### src/hdl/assert_macros.svh
// Assertion macros for the RTL files; the controller includes them.
`ifndef ASSERT_MACROS_SVH
`define ASSERT_MACROS_SVH
`ifndef NO_ASSERTIONS
// same-cycle implication, clocked on clk, off during reset
`define AST_IMPL(lbl, ante, cons) \
  lbl: assert property (@(posedge clk) disable iff (!rst_n) (ante) |-> (cons)) \
    else $error("assertion failed");
// next-cycle implication
`define AST_NEXT(lbl, ante, cons) \
  lbl: assert property (@(posedge clk) disable iff (!rst_n) (ante) |=> (cons)) \
    else $error("assertion failed");
`else
`define AST_IMPL(lbl, ante, cons)
`define AST_NEXT(lbl, ante, cons)
`endif
`endif

### src/hdl/nb2sd_pkg.sv
// Shared types, constants and helper functions for the base-10000 decimal converter.
package nb2sd_pkg;

  localparam int WORD_W           = 16;
  localparam int VALUE_W          = 64;
  localparam int MAX_DIGIT_GROUPS = 64;
  localparam int SEEN_W           = $clog2(MAX_DIGIT_GROUPS + 1);
  localparam int SCALE_W          = 5;
  localparam int SWIDTH_W         = 2;
  localparam int EXP_W            = 3;
  localparam int K_W              = 14;
  localparam int IPOW_W           = 7;
  localparam int CFG_IDX_W        = 1;
  localparam int CFG_DATA_W       = 5;

  localparam logic [SCALE_W-1:0] MAX_SCALE = 5'd18;

  localparam logic [CFG_IDX_W-1:0] CFG_TARGET_SCALE  = 1'd0;
  localparam logic [CFG_IDX_W-1:0] CFG_STORAGE_WIDTH = 1'd1;

  localparam logic [SWIDTH_W-1:0] SW_16 = 2'd0;
  localparam logic [SWIDTH_W-1:0] SW_32 = 2'd1;

  localparam logic [WORD_W-1:0] SIGN_POS  = 16'h0000;
  localparam logic [WORD_W-1:0] SIGN_NEG  = 16'h4000;
  localparam logic [WORD_W-1:0] SIGN_NAN  = 16'hC000;
  localparam logic [WORD_W-1:0] SIGN_PINF = 16'hD000;
  localparam logic [WORD_W-1:0] SIGN_NINF = 16'hF000;

  typedef enum logic [2:0] {
    STAT_OK       = 3'd0,
    STAT_NAN      = 3'd1,
    STAT_PINF     = 3'd2,
    STAT_NINF     = 3'd3,
    STAT_BAD_SIGN = 3'd4,
    STAT_TOO_MANY = 3'd5
  } status_t;

  typedef enum logic [9:0] {
    S_IDLE     = 10'b0000000001,
    S_WEIGHT   = 10'b0000000010,
    S_SIGN     = 10'b0000000100,
    S_DSCALE   = 10'b0000001000,
    S_DIGIT    = 10'b0000010000,
    S_MAC      = 10'b0000100000,
    S_INT_POW  = 10'b0001000000,
    S_FRAC_POW = 10'b0010000000,
    S_SUM      = 10'b0100000000,
    S_DONE     = 10'b1000000000
  } state_t;

  typedef struct packed {
    logic start;
    logic ld_weight;
    logic ld_sign;
    logic ld_digit;
    logic mac_digit;
    logic seed;
    logic int_step;
    logic frac_step;
    logic sum;
    logic emit_hdr;
    logic emit_val;
  } cmd_t;

  typedef struct packed {
    logic hdr_bad;
    logic empty;
    logic last_digit;
    logic int_pow_zero;
    logic frac_pow_zero;
  } sts_t;

  // 10^e for e = 0..4
  function automatic logic [K_W-1:0] pow10_small(input logic [EXP_W-1:0] e);
    logic [K_W-1:0] k;
    begin
      case (e)
        3'd0:    k = 14'd1;
        3'd1:    k = 14'd10;
        3'd2:    k = 14'd100;
        3'd3:    k = 14'd1000;
        default: k = 14'd10000;
      endcase
      return k;
    end
  endfunction

  // w / 10^e for e = 1..3, by reciprocal multiply (exact over 16 bits)
  function automatic logic [WORD_W-1:0] div_pow10(input logic [WORD_W-1:0] w,
                                                  input logic [EXP_W-1:0] e);
    logic [31:0] p;
    logic [WORD_W-1:0] q;
    begin
      p = '0;
      case (e)
        3'd1: begin
          p = 32'(w) * 32'd52429;
          q = 16'(p >> 19);
        end
        3'd2: begin
          p = 32'(w >> 2) * 32'd5243;
          q = 16'(p >> 17);
        end
        3'd3: begin
          p = 32'(w >> 3) * 32'd8389;
          q = 16'(p >> 20);
        end
        default: q = w;
      endcase
      return q;
    end
  endfunction

  function automatic logic [VALUE_W-1:0] fit_width(input logic [VALUE_W-1:0] v,
                                                   input logic [SWIDTH_W-1:0] sw);
    logic [VALUE_W-1:0] r;
    begin
      case (sw)
        SW_16:   r = {{48{v[15]}}, v[15:0]};
        SW_32:   r = {{32{v[31]}}, v[31:0]};
        default: r = v;
      endcase
      return r;
    end
  endfunction

  function automatic status_t hdr_status(input logic [WORD_W-1:0] sign,
                                         input logic [WORD_W-1:0] nd);
    status_t s;
    begin
      if (sign == SIGN_NAN)                          s = STAT_NAN;
      else if (sign == SIGN_PINF)                    s = STAT_PINF;
      else if (sign == SIGN_NINF)                    s = STAT_NINF;
      else if (sign != SIGN_POS && sign != SIGN_NEG) s = STAT_BAD_SIGN;
      else if (nd > 16'(MAX_DIGIT_GROUPS))           s = STAT_TOO_MANY;
      else                                           s = STAT_OK;
      return s;
    end
  endfunction

endpackage

### src/hdl/nb2sd_datapath.sv
// Datapath: header registers, accumulators, shared multiply-add and output register.
module nb2sd_datapath (
  input  logic                                clk,
  input  logic                                rst_n,
  input  logic [nb2sd_pkg::WORD_W-1:0]        word,
  input  logic                                cfg_we,
  input  logic [nb2sd_pkg::CFG_IDX_W-1:0]     cfg_index,
  input  logic [nb2sd_pkg::CFG_DATA_W-1:0]    cfg_data,
  input  nb2sd_pkg::cmd_t                     cmd,
  output nb2sd_pkg::sts_t                     sts,
  output logic [nb2sd_pkg::VALUE_W-1:0]       out_value,
  output nb2sd_pkg::status_t                  out_status
);
  import nb2sd_pkg::*;

  logic [SCALE_W-1:0]  ts_r;
  logic [SWIDTH_W-1:0] sw_r;
  logic [WORD_W-1:0]   nd_r;
  logic [WORD_W-1:0]   weight_r;
  logic [WORD_W-1:0]   sign_r;
  logic [VALUE_W-1:0]  int_r;
  logic [VALUE_W-1:0]  frac_r;
  logic [SEEN_W-1:0]   seen_r;
  logic [EXP_W-1:0]    mac_exp_r;
  logic [WORD_W-1:0]   mac_add_r;
  logic                mac_frac_r;
  logic                mac_en_r;
  logic [IPOW_W-1:0]   int_pow_r;
  logic [SCALE_W-1:0]  frac_pow_r;
  logic [VALUE_W-1:0]  out_value_r;
  status_t             out_status_r;

  logic [SCALE_W-1:0]  sc;
  logic signed [17:0]  seen_x, weight_x, nd_x, p_x, diff, fg;
  logic                is_int, frac_use;
  logic [SCALE_W-1:0]  p4, rem;
  logic [EXP_W-1:0]    dig_exp;
  logic [WORD_W-1:0]   dig_add;
  logic [4:0]          extra;
  logic [SCALE_W-1:0]  filled_raw, filled;
  logic [EXP_W-1:0]    int_exp, frac_exp, mac_e;
  logic [VALUE_W-1:0]  mac_src, mac_res, signed_val;
  logic [WORD_W-1:0]   mac_a;
  status_t             hdr_stat;

  assign sc = (ts_r > MAX_SCALE) ? MAX_SCALE : ts_r;

  // classify the incoming digit group
  always_comb begin
    seen_x   = $signed({{(18-SEEN_W){1'b0}}, seen_r});
    weight_x = $signed({{2{weight_r[15]}}, weight_r});
    p_x      = seen_x - weight_x - 18'sd1;
    is_int   = (p_x < 18'sd0);
    p4       = {p_x[2:0], 2'b00};
    frac_use = !is_int && (p_x < 18'sd5) && (p4 < sc);
    rem      = sc - p4;
    if (is_int || rem >= 5'd4) begin
      dig_exp = 3'd4;
      dig_add = word;
    end else begin
      dig_exp = rem[EXP_W-1:0];
      dig_add = div_pow10(word, 3'(5'd4 - rem));
    end
  end

  // end-of-value alignment counts
  always_comb begin
    nd_x = $signed({{(18-SEEN_W){1'b0}}, nd_r[SEEN_W-1:0]});
    diff = weight_x - nd_x + 18'sd1;
    fg   = -diff;
    if (diff > 18'sd16)     extra = 5'd16;
    else if (diff > 18'sd0) extra = diff[4:0];
    else                    extra = 5'd0;
    if (fg > 18'sd0) filled_raw = (fg >= 18'sd5) ? sc : {fg[2:0], 2'b00};
    else             filled_raw = '0;
    filled = (filled_raw > sc) ? sc : filled_raw;
  end

  assign int_exp  = (int_pow_r >= 7'd4) ? 3'd4 : int_pow_r[EXP_W-1:0];
  assign frac_exp = (frac_pow_r >= 5'd4) ? 3'd4 : frac_pow_r[EXP_W-1:0];

  // shared multiply-add: acc * 10^e + addend, wrapping at 64 bits
  always_comb begin
    if (cmd.mac_digit) begin
      mac_src = mac_frac_r ? frac_r : int_r;
      mac_e   = mac_exp_r;
      mac_a   = mac_add_r;
    end else if (cmd.frac_step) begin
      mac_src = frac_r;
      mac_e   = frac_exp;
      mac_a   = '0;
    end else begin
      mac_src = int_r;
      mac_e   = int_exp;
      mac_a   = '0;
    end
    mac_res = mac_src * 64'(pow10_small(mac_e)) + 64'(mac_a);
  end

  assign signed_val = (sign_r == SIGN_NEG) ? (64'd0 - int_r) : int_r;
  assign hdr_stat   = hdr_status(sign_r, nd_r);

  always_ff @(posedge clk) begin
    if (!rst_n) begin
      ts_r <= '0;
      sw_r <= 2'd2;
    end else if (cfg_we) begin
      case (cfg_index)
        CFG_TARGET_SCALE:  ts_r <= cfg_data[SCALE_W-1:0];
        CFG_STORAGE_WIDTH: sw_r <= cfg_data[SWIDTH_W-1:0];
        default: ;
      endcase
    end
  end

  always_ff @(posedge clk) begin
    if (cmd.start) begin
      nd_r     <= word;
      weight_r <= '0;
      sign_r   <= '0;
      int_r    <= '0;
      frac_r   <= '0;
      seen_r   <= '0;
    end
    if (cmd.ld_weight) weight_r <= word;
    if (cmd.ld_sign)   sign_r   <= word;
    if (cmd.ld_digit) begin
      mac_exp_r  <= dig_exp;
      mac_add_r  <= dig_add;
      mac_frac_r <= !is_int;
      mac_en_r   <= is_int || frac_use;
    end
    if (cmd.mac_digit) begin
      seen_r <= seen_r + 1'b1;
      if (mac_en_r && !mac_frac_r) int_r  <= mac_res;
      if (mac_en_r && mac_frac_r)  frac_r <= mac_res;
    end
    if (cmd.seed) begin
      int_pow_r  <= 7'({extra, 2'b00}) + {2'b00, sc};
      frac_pow_r <= sc - filled;
    end
    if (cmd.int_step) begin
      int_r     <= mac_res;
      int_pow_r <= int_pow_r - 7'(int_exp);
    end
    if (cmd.frac_step) begin
      frac_r     <= mac_res;
      frac_pow_r <= frac_pow_r - 5'(frac_exp);
    end
    if (cmd.sum) int_r <= int_r + frac_r;
    if (cmd.emit_hdr) begin
      out_value_r  <= '0;
      out_status_r <= hdr_stat;
    end
    if (cmd.emit_val) begin
      out_value_r  <= fit_width(signed_val, sw_r);
      out_status_r <= STAT_OK;
    end
  end

  always_comb begin
    sts.hdr_bad       = (hdr_stat != STAT_OK);
    sts.empty         = (nd_r == '0);
    sts.last_digit    = ({1'b0, 16'(seen_r)} + 17'd1) >= {1'b0, nd_r};
    sts.int_pow_zero  = (int_pow_r == '0);
    sts.frac_pow_zero = (frac_pow_r == '0);
  end

  assign out_value  = out_value_r;
  assign out_status = out_status_r;

endmodule

### src/hdl/nb2sd_ctrl.sv
// Controller: word sequencing, finish sequencing and output valid.
`include "assert_macros.svh"
module nb2sd_ctrl (
  input  logic            clk,
  input  logic            rst_n,
  input  logic            in_tvalid,
  input  logic            in_tuser,
  output logic            in_tready,
  input  logic            out_tready,
  output logic            out_tvalid,
  input  nb2sd_pkg::sts_t sts,
  output nb2sd_pkg::cmd_t cmd
);
  import nb2sd_pkg::*;

  state_t state_r, state_nxt;
  logic   out_valid_r, out_valid_nxt;
  logic   out_free, in_fire;

  assign out_free  = !out_valid_r || out_tready;
  assign in_tready = (state_r inside {S_IDLE, S_WEIGHT, S_SIGN, S_DIGIT})
                     || (state_r == S_DSCALE && out_free);
  assign in_fire   = in_tvalid && in_tready;

  always_comb begin
    cmd       = '0;
    state_nxt = state_r;
    if (in_fire && in_tuser) begin
      cmd.start = 1'b1;
      state_nxt = S_WEIGHT;
    end else begin
      case (state_r)
        S_IDLE: ;
        S_WEIGHT: if (in_fire) begin
          cmd.ld_weight = 1'b1;
          state_nxt     = S_SIGN;
        end
        S_SIGN: if (in_fire) begin
          cmd.ld_sign = 1'b1;
          state_nxt   = S_DSCALE;
        end
        S_DSCALE: if (in_fire) begin
          if (sts.hdr_bad || sts.empty) begin
            cmd.emit_hdr = 1'b1;
            state_nxt    = S_IDLE;
          end else begin
            state_nxt = S_DIGIT;
          end
        end
        S_DIGIT: if (in_fire) begin
          cmd.ld_digit = 1'b1;
          state_nxt    = S_MAC;
        end
        S_MAC: begin
          cmd.mac_digit = 1'b1;
          if (sts.last_digit) begin
            cmd.seed  = 1'b1;
            state_nxt = S_INT_POW;
          end else begin
            state_nxt = S_DIGIT;
          end
        end
        S_INT_POW: begin
          if (sts.int_pow_zero) state_nxt = S_FRAC_POW;
          else                  cmd.int_step = 1'b1;
        end
        S_FRAC_POW: begin
          if (sts.frac_pow_zero) state_nxt = S_SUM;
          else                   cmd.frac_step = 1'b1;
        end
        S_SUM: begin
          cmd.sum   = 1'b1;
          state_nxt = S_DONE;
        end
        S_DONE: if (out_free) begin
          cmd.emit_val = 1'b1;
          state_nxt    = S_IDLE;
        end
        default: state_nxt = S_IDLE;
      endcase
    end
  end

  always_comb begin
    if (cmd.emit_hdr || cmd.emit_val) out_valid_nxt = 1'b1;
    else if (out_tready)              out_valid_nxt = 1'b0;
    else                              out_valid_nxt = out_valid_r;
  end

  always_ff @(posedge clk) begin
    if (!rst_n) begin
      state_r     <= S_IDLE;
      out_valid_r <= 1'b0;
    end else begin
      state_r     <= state_nxt;
      out_valid_r <= out_valid_nxt;
    end
  end

  assign out_tvalid = out_valid_r;

  `AST_IMPL(a_emit_into_free, cmd.emit_hdr || cmd.emit_val, !out_valid_r || out_tready)
  `AST_IMPL(a_busy_no_ready, state_r == S_MAC || state_r == S_SUM || state_r == S_DONE, !in_tready)
  `AST_NEXT(a_mac_returns, state_r == S_MAC && !sts.last_digit, state_r == S_DIGIT)

endmodule

### src/hdl/numeric_base10000_to_scaled_decimal.sv
// Top level: base-10000 decimal word stream to scaled fixed-point integer.
//
// A value enters as 16-bit words on the in_ stream: digit count (marked by
// in_tuser = 1), signed weight, sign word, display scale, then the base-10000
// digit groups, most significant first. One result per value leaves on the
// out_ stream: the number scaled by 10^target_scale (fraction digits past the
// scale truncated, a short fraction padded), negated for sign word 0x4000 and
// wrapped and sign-extended from a 16, 32 or 64 bit width (storage_width 0,
// 1, 2; 3 acts as 64). target_scale above 18 acts as 18. NaN, +inf, -inf, a
// bad sign word or more than 64 digit groups give value 0 with a non-zero
// status, right after the display-scale word; a digit count of 0 gives 0 with
// status ok there too. A new digit-count word drops an open value unfinished;
// words with in_tuser = 0 and no value open are taken and ignored.
// Sequence: each header word is taken in turn. Each digit group is taken
// and pre-scaled, then passed through the shared 64 x 14 bit multiply-add
// unit. After the last group that same unit aligns the integral part by
// up to four decimal places a cycle (4*e + s places in all, e = extra
// zero groups up to the weight, at most 16, s = scale), then the fraction
// (s - f places, f = fraction digits already in place), then adds, negates
// and wraps. The input is held off during that work and while a result
// waits on an output that the next value's display-scale word would load.
// Configuration: cfg_index 0 is target_scale, 1 is storage_width; write
// only while no value is open or in flight.
module numeric_base10000_to_scaled_decimal (
  input  logic                                clk,
  input  logic                                rst_n,
  input  logic                                in_tvalid,
  output logic                                in_tready,
  input  logic [15:0]                         in_tdata,   // [15:0] word
  input  logic                                in_tuser,   // [0] start_req
  output logic                                out_tvalid,
  input  logic                                out_tready,
  output logic [63:0]                         out_tdata,  // [63:0] value
  output logic [2:0]                          out_tuser,  // [2:0] status
  input  logic                                cfg_we,
  input  logic [nb2sd_pkg::CFG_IDX_W-1:0]     cfg_index,
  input  logic [nb2sd_pkg::CFG_DATA_W-1:0]    cfg_data
);
  import nb2sd_pkg::*;

  cmd_t    cmd;
  sts_t    sts;
  status_t out_status;

  // sequencing of header words, digit transfers and the finish steps
  nb2sd_ctrl u_ctrl (
    .clk        (clk),
    .rst_n      (rst_n),
    .in_tvalid  (in_tvalid),
    .in_tuser   (in_tuser),
    .in_tready  (in_tready),
    .out_tready (out_tready),
    .out_tvalid (out_tvalid),
    .sts        (sts),
    .cmd        (cmd)
  );

  // accumulators, alignment counters, multiply-add and result register
  nb2sd_datapath u_dp (
    .clk        (clk),
    .rst_n      (rst_n),
    .word       (in_tdata),
    .cfg_we     (cfg_we),
    .cfg_index  (cfg_index),
    .cfg_data   (cfg_data),
    .cmd        (cmd),
    .sts        (sts),
    .out_value  (out_tdata),
    .out_status (out_status)
  );

  assign out_tuser = 3'(out_status);

endmodule
### config.mk
export PLATFORM = sky130hd
export DESIGN_NAME = numeric_base10000_to_scaled_decimal
export DESIGN_NICKNAME = d
export VERILOG_FILES = /design/src/hdl/nb2sd_pkg.sv /design/src/hdl/nb2sd_datapath.sv /design/src/hdl/nb2sd_ctrl.sv /design/src/hdl/numeric_base10000_to_scaled_decimal.sv
export VERILOG_INCLUDE_DIRS = /design/src /design/src/hdl
export SDC_FILE = /design/constraint.sdc
export NUM_CORES = 2
export LEC_CHECK = 0
export BUFFER_PORTS_ARGS = -buffer_cell sky130_fd_sc_hd__buf_2
export CAP_MARGIN = 15
export CORE_ASPECT_RATIO = 1.4
export CORE_MARGIN = 1.5
export CORE_UTILIZATION = 65
export CTS_CLUSTER_DIAMETER = 80
export DETAILED_ROUTE_END_ITERATION = 10
export PLACE_DENSITY = 0.92
export SLEW_MARGIN = 10
export SYNTH_ARGS = -nofsm -noshare
export SYNTH_HDL_FRONTEND = slang
export SYNTH_SLANG_ARGS = --single-unit
### constraint.sdc
create_clock -name clk -period 14.5 [get_ports clk]
set_input_delay 1.45 -clock clk [delete_from_list [all_inputs] [get_ports clk]]
set_output_delay 1.45 -clock clk [all_outputs]
set_load 0.05 [all_outputs]
==> results.json <==
{
  "cts_resized": 0,
  "arrival_ns": 12.32,
  "syn_avg_cell_area_um2": 8.874,
  "fmax_ghz": 0.08440,
  "drt_first_pass_iters": 6,
  "die_h_um": 334.3,
  "grt_overflow": 0,
  "slew_violations": 0,
  "cts_buffer_depth": 3,
  "tns_ns": 0,
  "max-slew-margin-rel": 0.1617,
  "crit_type": "reg2reg",
  "clk_pin_slew_ns": 0.06,
  "syn_inst": 5742,
  "ys_warn_count": 0,
  "status": "complete, no violations",
  "start_util": 0.6561,
  "h-tree-depth": 2,
  "hpwl_um": 129400,
  "cts_setup_buffers": 0,
  "antenna_found_initial": 1,
  "routedWlPerCell_um": 23.79,
  "grt_max_degree": 96,
  "tritoncts": "yes",
  "irDropWorstVdd_uv": 306.2,
  "yosys.area.top_type_share": 0.2900,
  "min_period_ns": 11.85,
  "rsz0062_at_grt": "false",
  "final_cells": 6805,
  "powerDensity_mw_per_mm2": 68.24,
  "port_buffers": 96,
  "nets": 7077,
  "num_io_pins": 97,
  "drc": 0,
  "cts_inserted_buffers": 36,
  "design_area_mm2": 0.05359,
  "hold_violations": 0,
  "synth_edf_count": 152,
  "yosysMostFrequentCell": "inv_1",
  "cts.sink_count": 301,
  "die-width_um": 239.6,
  "place_inst": 6735,
  "rrSetupSlack_ns": 2.65,
  "placed_area_mm2": 0.05244,
  "cpPeakStageDelay_ns": 0.87,
  "crit_fanout": 50,
  "min_path_type": "reg2reg",
  "ant_nets": 0,
  "grt_pass1_vias": 45060,
  "cts-root-buf": "clkbuf_16",
  "drv_cap": 0,
  "critPathCaptureType": "flip-flop",
  "grt_first_pass_wirelength_um": 247300,
  "finish.utilization": 0.6900,
  "drt_wl_total_um": 161900,
  "critPathLaunchType": "flip-flop",
  "rows": 121,
  "worstMarginPinSlew_ns": 1.252,
  "synth_top_cell_by_area": "fa_1",
  "drtIter0Drc": 3328,
  "synthTopCellsByCount": "inv_1, fa_1, ha_1, nand2_1, nor2_1",
  "cp_common_cell": "fa_1",
  "yosys-top-cells-area": "fa_1, ha_1, edfxtp_1",
  "slowest_stage": "mux2_2",
  "die_area_mm2": 0.08010,
  "synth_flop_cell": "edfxtp_1",
  "fin_crit_sh": 0.8171,
  "crit_required_ns": 14.98,
  "async_flop_share": 0,
  "clock_skew_ns": 0.02797,
  "num_vias": 42790,
  "synthesis.area_mm2": 0.05095,
  "holdBufCountCts": 0,
  "ys_seq_elements": 301,
  "final.fill_count": 5932,
  "drive_gt1_frac": 0.05158,
  "gp_congestion": 1.062,
  "p_leak_nw": 26.43,
  "synth_seq_area_share": 0.1481,
  "setup_viol": 0,
  "core_region_area_mm2": 0.07767,
  "grt_util_all_layers": 0.4101,
  "clkLatencyLatePin_ns": 0.57,
  "via_per_inst": 6.287,
  "areaGrowthSynthToFinish_pct": 5.174,
  "synth_cell_types": 97
}
flip-flops by register name, summed over array words and instances, names as in the netlist, 7 cells and up:
name and flops:
u_dp.frac_r 64, u_dp.int_pow_r 7, u_dp.seen_r 7, u_dp.weight_r 16
u_ctrl.state_r 10, u_dp.out_value 64, u_dp.nd_r 16, u_dp.sign_r 16
u_dp.mac_add_r 16, u_dp.int_r 64
cell type report:
type / count / area (um^2) / area share
Multi-Input combinational cell: 4146 / 38670 / 0.7216
Sequential cell: 301 / 7547 / 0.1408
Inverter: 1112 / 4174 / 0.07789
Tap cell: 1045 / 1308 / 0.02440
Clock buffer: 46 / 952.2 / 0.01777
Timing Repair Buffer: 134 / 760.7 / 0.01420
Clock inverter: 19 / 171.4 / 0.003199
Antenna cell: 2 / 5.005 / 0.00009339
metrics by stage:
stage / total power (W) / setup slack [ns] / hold slack [ns]
4_1_cts: 0.003621 / 2.550 / 0.4681
3_3_place_gp: 0.002584 / 2.968 / 0.4534
3_5_place_dp: 0.002727 / 2.695 / 0.4598
6_report: 0.003657 / 2.652 / 0.4697
2_1_floorplan: 0.002173 / 4.219 / 0.4440
5_1_grt: 0.003885 / 1.878 / 0.4874
cells by family (layout without fill, tap and decap cells):
kind of cell,count (synthesis),in the layout,share of synthesized area
other,1,4,0.00007360
AOI/OAI and AO/OA,999,999,0.1220
adders and majority gates,1318,1318,0.4324
buffers and inverters,1296,1311,0.09552
and+or+nand+nor,1461,1461,0.1349
xor gates and xnor gates,263,263,0.04548
muxes,103,103,0.02149
DFF,301,301,0.1481
cells in the final DEF (no fill, tap or decap), types with 21 or more instances in the layout:
| cell type | instances |
|---|---|
| inv_1 | 1111 |
| fa_1 | 738 |
| ha_1 | 580 |
| nand2_1 | 412 |
| nor2_1 | 409 |
| a21oi_1 | 354 |
| o21ai_0 | 207 |
| nand3_1 | 180 |
| xnor2_1 | 161 |
| edfxtp_1 | 152 |
| dfxtp_1 | 149 |
| nor3_1 | 116 |
| xor2_1 | 101 |
| a21o_1 | 98 |
| buf_2 | 97 |
| and2_1 | 58 |
| mux2i_1 | 58 |
| or3_1 | 43 |
| a31oi_1 | 43 |
| mux2_2 | 43 |
| nand2b_1 | 41 |
| o21a_1 | 36 |
| clkbuf_16 | 36 |
| buf_4 | 36 |
| nor2b_1 | 35 |
| a211oi_1 | 28 |
| nor4_1 | 27 |
| nand4_1 | 26 |
| o21bai_1 | 24 |
| and3_1 | 21 |
worst paths after layout:
check,cells after the start,end,startpoint
worst max-delay path,32,u_dp.int_r[62],u_ctrl.state_r[2]
worst min-delay path,2,u_dp.frac_r[35],u_dp.frac_r[35]
worst max register to register,32,u_dp.int_r[62],u_ctrl.state_r[2]
worst min register to register,2,u_dp.frac_r[35],u_dp.frac_r[35]
power breakdown:
group	switching, W	total [W]	internal (W)	leakage (nW)
clock	0.000385	0.000890	0.000505	0.551
combinational	0.00111	0.00184	0.000727	23.3
sequential	0.0000176	0.000927	0.000910	2.55
total	0.00152	0.00366	0.00214	26.4
critical path: cells and delay by family (launching register included):
family,cells,cell delay (ns)
AO/OA/AOI/OAI,12,3.76
adder cells (fa/ha/maj),7,3.52
AND/OR/NAND/NOR,4,1.51
multiplexers,2,1.31
buffers and inverters,6,1.06
flip-flops,1,0.39
XOR/XNOR,1,0.17
routing by layer:
layer  vias to the layer above  global-route usage  wire length [um]  part of all wire
li1                      18860                   -                 -                 -
met1                     20670              0.4157             52040              0.32
met2                      2312              0.6943             78320              0.48
met3                       954             0.08353             12500             0.077
met4                         0              0.3977             19040              0.12
met5                         -            0.001855                 0                 0
Note: power is estimated with default switching activity, not from simulation.
